<file path="src/rtl/splr_pkg.sv">
// splr_pkg: shared constants, types and channel scaling helpers for the
// scanline palette pixel render unit. No dependencies.
`default_nettype none

package splr_pkg;

	localparam int LINE_COUNT = 200;
	localparam int LC_AW = (LINE_COUNT > 1) ? $clog2(LINE_COUNT) : 1;

	localparam int PAL_BANKS = 4;
	localparam int PAL_BANK_DEPTH = 64;
	localparam int PAL_BANK_AW = 6;

	localparam int CLEAR_LEN = (LINE_COUNT > PAL_BANK_DEPTH) ? LINE_COUNT : PAL_BANK_DEPTH;
	localparam int CLR_AW = $clog2(CLEAR_LEN);

	localparam logic [9:0] PAL_BASE = 10'h100;
	localparam logic [9:0] PAL_END = 10'h300;

	localparam int CTRL_BIT_640 = 7;
	localparam int CTRL_BIT_FILL = 5;

	localparam int CFG_AW = 3;
	localparam logic REG_COLOR_SCALE = 1'b0;
	localparam logic [4:0] COLOR_SCALE_RESET = 5'd17;

	typedef enum logic {
		REQ_WRITE = 1'b0,
		REQ_RENDER = 1'b1
	} req_t;

	// palette colour: red nibble 11:8, green 7:4, blue 3:0
	typedef logic [11:0] colour_t;
	typedef logic [23:0] pixel_t;

	typedef struct packed {
		logic lo_en;
		logic hi_en;
		logic [PAL_BANK_AW-1:0] addr;
		logic [7:0] data;
	} pal_wr_t;

	function automatic logic [7:0] scale_nib(input logic [3:0] nib, input logic [4:0] sc);
		logic [8:0] prod;
		prod = 9'(nib) * 9'(sc);
		return (prod > 9'd255) ? 8'hFF : prod[7:0];
	endfunction

	function automatic pixel_t expand_colour(input colour_t c, input logic [4:0] sc);
		return {scale_nib(c[11:8], sc), scale_nib(c[7:4], sc), scale_nib(c[3:0], sc)};
	endfunction

endpackage

`default_nettype wire

</file>
<file path="src/rtl/splr_pal_bank.sv">
// splr_pal_bank: one quarter of the palette, 64 colours, byte-lane writes and
// two registered read ports. Depends on splr_pkg.
`default_nettype none

module splr_pal_bank (
	input  wire logic                            clk,
	input  wire splr_pkg::pal_wr_t               wr,
	input  wire logic                            rd_en,
	input  wire logic [splr_pkg::PAL_BANK_AW-1:0] rd_addr_a,
	input  wire logic [splr_pkg::PAL_BANK_AW-1:0] rd_addr_b,
	output splr_pkg::colour_t                    rd_data_a,
	output splr_pkg::colour_t                    rd_data_b
);
	import splr_pkg::*;

	logic [7:0] lo_mem [PAL_BANK_DEPTH];
	logic [3:0] hi_mem [PAL_BANK_DEPTH];

	always_ff @(posedge clk) begin
		if (wr.lo_en) begin
			lo_mem[wr.addr] <= wr.data;
		end
		if (wr.hi_en) begin
			hi_mem[wr.addr] <= wr.data[3:0];
		end
		if (rd_en) begin
			rd_data_a <= {hi_mem[rd_addr_a], lo_mem[rd_addr_a]};
			rd_data_b <= {hi_mem[rd_addr_b], lo_mem[rd_addr_b]};
		end
	end

endmodule

`default_nettype wire

</file>
<file path="config.mk">
export PLATFORM = sky130hd
export DESIGN_NAME = splr_pal_bank
export DESIGN_NICKNAME = d
export VERILOG_FILES = /design/src/rtl/splr_pkg.sv /design/src/rtl/splr_pal_bank.sv
export SDC_FILE = /design/constraint.sdc
export NUM_CORES = 1
export LEC_CHECK = 0
export BUFFER_PORTS_ARGS = -buffer_cell sky130_fd_sc_hd__buf_2
export CAP_MARGIN = 20
export CORE_MARGIN = 2
export CORE_UTILIZATION = 44
export CTS_CLUSTER_DIAMETER = 30
export DETAILED_ROUTE_END_ITERATION = 12
export PLACE_DENSITY_LB_ADDON = 0.12
export SLEW_MARGIN = 20
export SYNTH_ARGS = -nofsm -noshare
export SYNTH_HDL_FRONTEND = slang
export SYNTH_SLANG_ARGS = --single-unit
</file>
<file path="constraint.sdc">
create_clock -name clk -period 4.4 [get_ports clk]
set_input_delay 0.88 -clock clk [delete_from_list [all_inputs] [get_ports clk]]
set_output_delay 0.88 -clock clk [all_outputs]
set_load 0.01 [all_outputs]
</file>
## Word-level counts from Yosys, hierarchy flattened

Memory sizes are Yosys's and may differ from the RTL's. A register that Yosys moved wholly into a read port is not among the register bits.
Index checks and enable logic that the tools add are counted.

| storage, ports and cells | value |
|---|---|
| register bits | 0 |
| word-level logic and storage cells | 6 |
| memories | 2 |
| RAM bits | 768 |

| cells by class | value |
|---|---|
| multiplexer cells | 4 |

Memory list:

| memory | words | bits a word | rd ports | clocked after Yosys merged registers in | write ports | line | RTL |
|---|---|---|---|---|---|---|---|
| lo_mem | 64 | 8 | 2 | 2 | 1 | splr_pal_bank.sv:16 | `logic [7:0] lo_mem [PAL_BANK_DEPTH];` |
| hi_mem | 64 | 4 | 2 | 2 | 1 | splr_pal_bank.sv:17 | `logic [3:0] hi_mem [PAL_BANK_DEPTH];` |

Operators by type and width:

| kind | number |
|---|---|
| 1-bit 2-to-1 mux | 4 |

## Longest topological paths before layout

Gate-level depths: netlist of run 1.

| depth | value |
|---|---|
| depth in word-level cells | 2 |
| depth in mapped cells | 10 |
| gate-level depth less buffers | 5 |

## Worst setup path after synthesis of run 1

No wires, ideal clock.

| timing | value |
|---|---|
| path type | in2reg |
| from | input port wr[8] (netlist name) |
| to | memory lo_mem[41][0] (enable) |
| setup time | 371 ps |
| setup slack | 1688 ps |
| arrival | 2341 ps |
| required time | 4029 ps |
| cell stages on the path | 6 |
| path through | clkbuf_1 > or3b_2 > clkbuf_1 > inv_1 > nand2_1 > nor2_1 |

RTL lines:

| what | line | RTL |
|---|---|---|
| start, declared | splr_pal_bank.sv:7 | `input wire splr_pkg::pal_wr_t wr,` |
| end, declared | splr_pal_bank.sv:16 |  |

No word-level cell before the write port.

==> results of run 1 <==
cells by family (layout without fill, tap and decap cells):
| kind of cell | after synthesis | count (layout) | synth area share |
|---|---|---|---|
| muxes | 478 | 478 | 0.257 |
| AOI/OAI and AO/OA | 201 | 201 | 0.0368 |
| DFF | 792 | 792 | 0.637 |
| other | 0 | 1 | 0 |
| and+or+nand+nor | 332 | 332 | 0.0401 |
| buffers and inverters | 159 | 527 | 0.0285 |
registers in the layout (all words and copies together), names as in the netlist:
name / cells
rd_data_b: 12
lo_mem: 512
rd_data_a: 12
hi_mem: 256
critical path, stage by stage:
cell and delay, ns:
buf_4 0.42, buf_4 0.39, buf_4 0.34, mux4_2 0.35, nand2b_1 0.09, a311oi_1 0.11, o21ai_0 0.77, o31ai_1 0.18
layer usage:
layer  up-vias  routed length, µm
li1       8846                  -
met1     11800              48200
met2      1183              54400
met3       196               9980
met4         6               3330
met5         -                 34
synthesized netlist by cell type, types with 14 or more instances:
library cell,instances,share of area
mux4_2,361,0.22
buf_2,33,0.0044
nand2_1,66,0.0066
o31ai_1,18,0.0036
clkbuf_1,42,0.0042
o22ai_1,28,0.0047
mux2_2,18,0.0054
mux2i_1,78,0.021
nand3_1,22,0.0030
nor2_1,167,0.017
edfxtp_1,792,0.64
a21oi_1,24,0.0032
buf_4,32,0.0064
buf_6,31,0.0094
o21ai_0,36,0.0048
a311oi_1,14,0.0033
a211oi_1,20,0.0040
a31oi_1,14,0.0023
mux4_1,16,0.011
nand2b_1,34,0.0057
where the power goes:
part,total [mW],switching (mW),internal (mW)
logic,1.42,0.867,0.553
clock network,12.6,4.39,8.24
registers,8.46,0.0470,8.41
layout make-up:
cell class	instances	area share
Antenna cell	1	0.0000555
Clock buffer	193	0.0953
Clock inverter	119	0.0331
Inverter	10	0.000832
Multi-Input combinational cell	1011	0.277
Sequential cell	792	0.527
Tap cell	1134	0.0314
Timing Repair Buffer	205	0.0355
final timing paths:
check | end | startpoint | slack (ns) | cells past startpoint
min reg2reg | rd_data_a[5] | lo_mem[63][5] | 0.90 | 4
max reg2reg | rd_data_a[1] | lo_mem[23][1] | 1.77 | 5
max | rd_data_a[1] | rd_addr_a[4] | 1.28 | 8
min | lo_mem[11][4] | wr[4] | 0.67 | 1
through the flow:
stage	power [mW]	setup slack, ns
2_1_floorplan	9.41	1.69
3_3_place_gp	10.0	0.521
3_5_place_dp	10.0	0.518
4_1_cts	22.6	1.31
5_1_grt	23.1	1.31
6_report	22.5	1.28
==> out/results.tsv, run 1 <==
metric	value	unit
die_area	87200	µm²
vias	22000	
vias_per_cell	6.35	
cts_buffer_depth	3	
utilization	0.538	
cts_buffers	168	
drc	0	
clk_latency	0.77	ns
finalCritPeriodShare	0.709	
post_cts_resized	0	
finalWirelength	116	mm
core-area	83800	µm²
yosys_register_bits	792	
peakVddDrop	0.410	mV
p_leak	14.9	nW
fin_tns_setup	0	ns
synthCells	1962	
final_cell_mix	792 x edfxtp_1, 361 x mux4_2, 168 x clkbuf_16	
grt_pass1_vias	22600	
top_usage_layer	met2	
placed_cells	3152	
grt_max_degree	102	
whs	0.667	ns
worstMarginPinSlew	1.05	ns
outcome	finished clean	
crit_path_max_fanout	31	
nNetsFinal	2218	
synthesis.nets	1992	
io_pins	54	
p_per_area	499	nW/µm²
synth_edf_count	792	
skew	0.0352	ns
clk_pin_slew	0.05	ns
slew_headroom	0.294	
gr-total-overflow	0	
synth.distinct_cells	51	
synth-main-ff-cell	edfxtp_1	
finalSetupViolations	0	
ys_seq_area_frac	0.637	
place_area	39300	µm²
multi_input_area	12500	µm²
cp-end-kind	flip-flop	
final_area	45100	µm²
required	4.86	ns
clock_sinks	792	
rows	106	
start_util	0.445	
ant_nets	0	
period_minus_slack	3.12	ns
die_h	295	µm
use_met2	0.417	
drive_above_1_share	0.370	
avgRoutedWirePerCell	33.4	µm
nFillCells	6597	
grt_pass1_wl	167	mm
avgSynthCellArea	19.0	µm²
hold_path.class	in -> reg	
final_common_cell	edfxtp_1	
fp.dieW	295	µm
post_cts_buffers	0	
portBuffers	53	
cp-start-kind	primary input	
max-cap-violations	0	
rsz0062_at_grt	no	
max_freq	321	MHz
syn_area	37300	µm²
clockRootBuffer	clkbuf_16	
synthArstFlopShare	0	
grt_usage	0.273	
area_delta_synth_final	20.9	%
drtIter0Drc	2837	
worstSetupPathType	in -> reg	
dr.pass1.iters	5	
ctsHoldBuffers	0	
grt_antenna_before_repair	8	
grtUsageMet1	0.394	
cts_tree	yes	
cp_data_arrival_time	3.58	ns
seqCellArea	23800	µm²
grtUsageMet3	0.0556	
gp_congestion	0.867	
hold_violations	0	
hpwl	76.4	mm
yosys_warnings	0	
slew_viol_final	0	
cts_max_level	4	
finalNonFillerCells	3465	
(Power assumes the default switching activity.)
==> inputs of run 2 (changes only) <==
Clock period 4.4 ns to 2.7 ns, I/O delays scaled along.
==> run 2 against run 1 <==
  * Die area unchanged
  * Power increased by 65%
  * Sequential share of layout area decreased by 1.5 points
  * Critical path type is now reg -> reg
==> out/results.tsv, run 2 (same netlist as run 1, synthesis figures left out) <==
metric	value	unit
drtIter0Drc	2673	
cts_max_level	4	
clock_sinks	792	
cp_data_arrival_time	2.82	ns
grt_pass1_vias	23300	
die_h	295	µm
crit_path_max_fanout	2	
hold_depth	1	
ant_nets	0	
largestRegisters	lo_mem x512, hi_mem x256	
drive_above_1_share	0.410	
total_power	37.1	mW
period_minus_slack	2.34	ns
worstSetupPathType	reg -> reg	
grt_max_degree	113	
reg2reg_from	lo_mem[22][7]	
place_area	40700	µm²
final_area	46500	µm²
post_cts_resized	0	
dr.pass1.iters	6	
slew_viol_final	0	
final_common_cell	edfxtp_1	
grt_antenna_before_repair	10	
clk_pin_slew	0.05	ns
max_freq	426	MHz
crit_chain	mux4_2 -> o21ai_0 -> a31oi_1 -> o21ai_0 -> buf_4 -> o31ai_1	
hold_path.class	in -> reg	
required	3.17	ns
rows	106	
largest_reg_flops	512	
outcome	finished clean	
hold_start	wr[2]	
cts_buffers	166	
vias	22300	
final_cell_mix	792 x edfxtp_1, 361 x mux4_2, 247 x buf_4	
cp-end-kind	flip-flop	
p_leak	15.7	nW
area_delta_synth_final	24.5	%
vias_per_cell	6.21	
max_flop_register	lo_mem	
slew_headroom	0.365	
core-area	83800	µm²
rsz0062_at_grt	no	
start_util	0.445	
finalSetupViolations	0	
post_cts_buffers	0	
fp.dieW	295	µm
nNetsFinal	2347	
timing.rr.end	rd_data_b[7]	
rrSetupSlack	0.36	ns
cts_buffer_depth	3	
hpwl	79.2	mm
skew	0.0243	ns
avgRoutedWirePerCell	32.3	µm
grt_pass1_wl	167	mm
peakVddDrop	0.663	mV
rr_worst_depth	6	
worstHoldEndpoint	hi_mem[9][2]	
p_per_area	799	nW/µm²
cts_tree	yes	
drc	0	
grt_usage	0.273	
slowest_stage	mux4_2	
io_pins	54	
gr-total-overflow	0	
die_area	87200	µm²
finalCritPeriodShare	0.868	
max-cap-violations	0	
portBuffers	53	
clockRootBuffer	clkbuf_16	
finalWirelength	116	mm
cp-start-kind	flip-flop	
crit_top_cell	o21ai_0	
gp_congestion	0.918	
clk_latency	0.75	ns
worstMarginPinSlew	0.952	ns
ctsHoldBuffers	0	
cp_slowest_stage_delay	0.48	ns
hold_violations	0	
[run 2: cell count changes in the layout (fill, tap and decap cells not counted), moves of 6 or more]
cell / before / now
buf_12: 10 / 41
buf_4: 147 / 247
bufinv_16: 19 / 25
clkbuf_1: 25 / 14
clkinv_1: 21 / 14
clkinv_16: 10 / 0
clkinv_2: 26 / 20
clkinvlp_4: 11 / 22
inv_6: 9 / 23
[run 2: worst max path at each step]
stage,start,depth (start not counted),end
floorplan,wr[8],6,lo_mem[41][0]
global placement,rd_addr_b[0],9,rd_data_b[7]
detailed placement,rd_addr_b[0],9,rd_data_b[7]
CTS,lo_mem[22][7],6,rd_data_b[7]
global route,lo_mem[22][7],6,rd_data_b[7]
finish,lo_mem[22][7],6,rd_data_b[7]
[run 2: critical path: cells and delay by family (launching register included)]
family | cells | cell delay (ns)
AOI/OAI and AO/OA | 4 | 1.00
muxes | 1 | 0.48
buffers and inverters | 1 | 0.20
DFF | 1 | 0.39
[run 2: final cells by class]
type / instances / area, µm²
well taps: 1134 / 1420
multi-input cells: 1011 / 12500
clock inverters: 121 / 1440
flip-flops and latches: 792 / 23800
clock buffers: 186 / 4360
repair buffers: 336 / 2970
inverters: 10 / 37.5
fillers: 6534 / 37300
diodes: 1 / 2.50
[run 2: power breakdown]
| part | internal [mW] | leakage (nW) | switching (mW) |
|---|---|---|---|
| sequential | 13.7 | 7.15 | 0.0751 |
| combinational | 1.08 | 5.77 | 1.44 |
| clock | 14.0 | 2.78 | 6.80 |
| total | 28.8 | 15.7 | 8.31 |
[run 2: through the flow]
stage                     hold slack (ns)  instances  TNS, ns   util  worst slack, ns
final                               0.164       3591        0  0.555            0.355
after global routing                0.170       3590        0  0.555            0.376
after CTS                           0.129       3590        0  0.555            0.425
after detailed placement            0.902       3283   -0.723  0.485           -0.218
after global placement              0.882       3283   -0.645  0.485           -0.262
after floorplan                     0.639       1962        0      -            0.328
[run 2: per-layer routing]
metal  GRT usage  vias to the layer above  part of all wire
li1            -                     9127                 -
met1       0.376                    11900              0.41
met2       0.440                     1100              0.49
met3      0.0583                      182             0.084
met4      0.0830                       10             0.024
met5           0                        -           0.00052
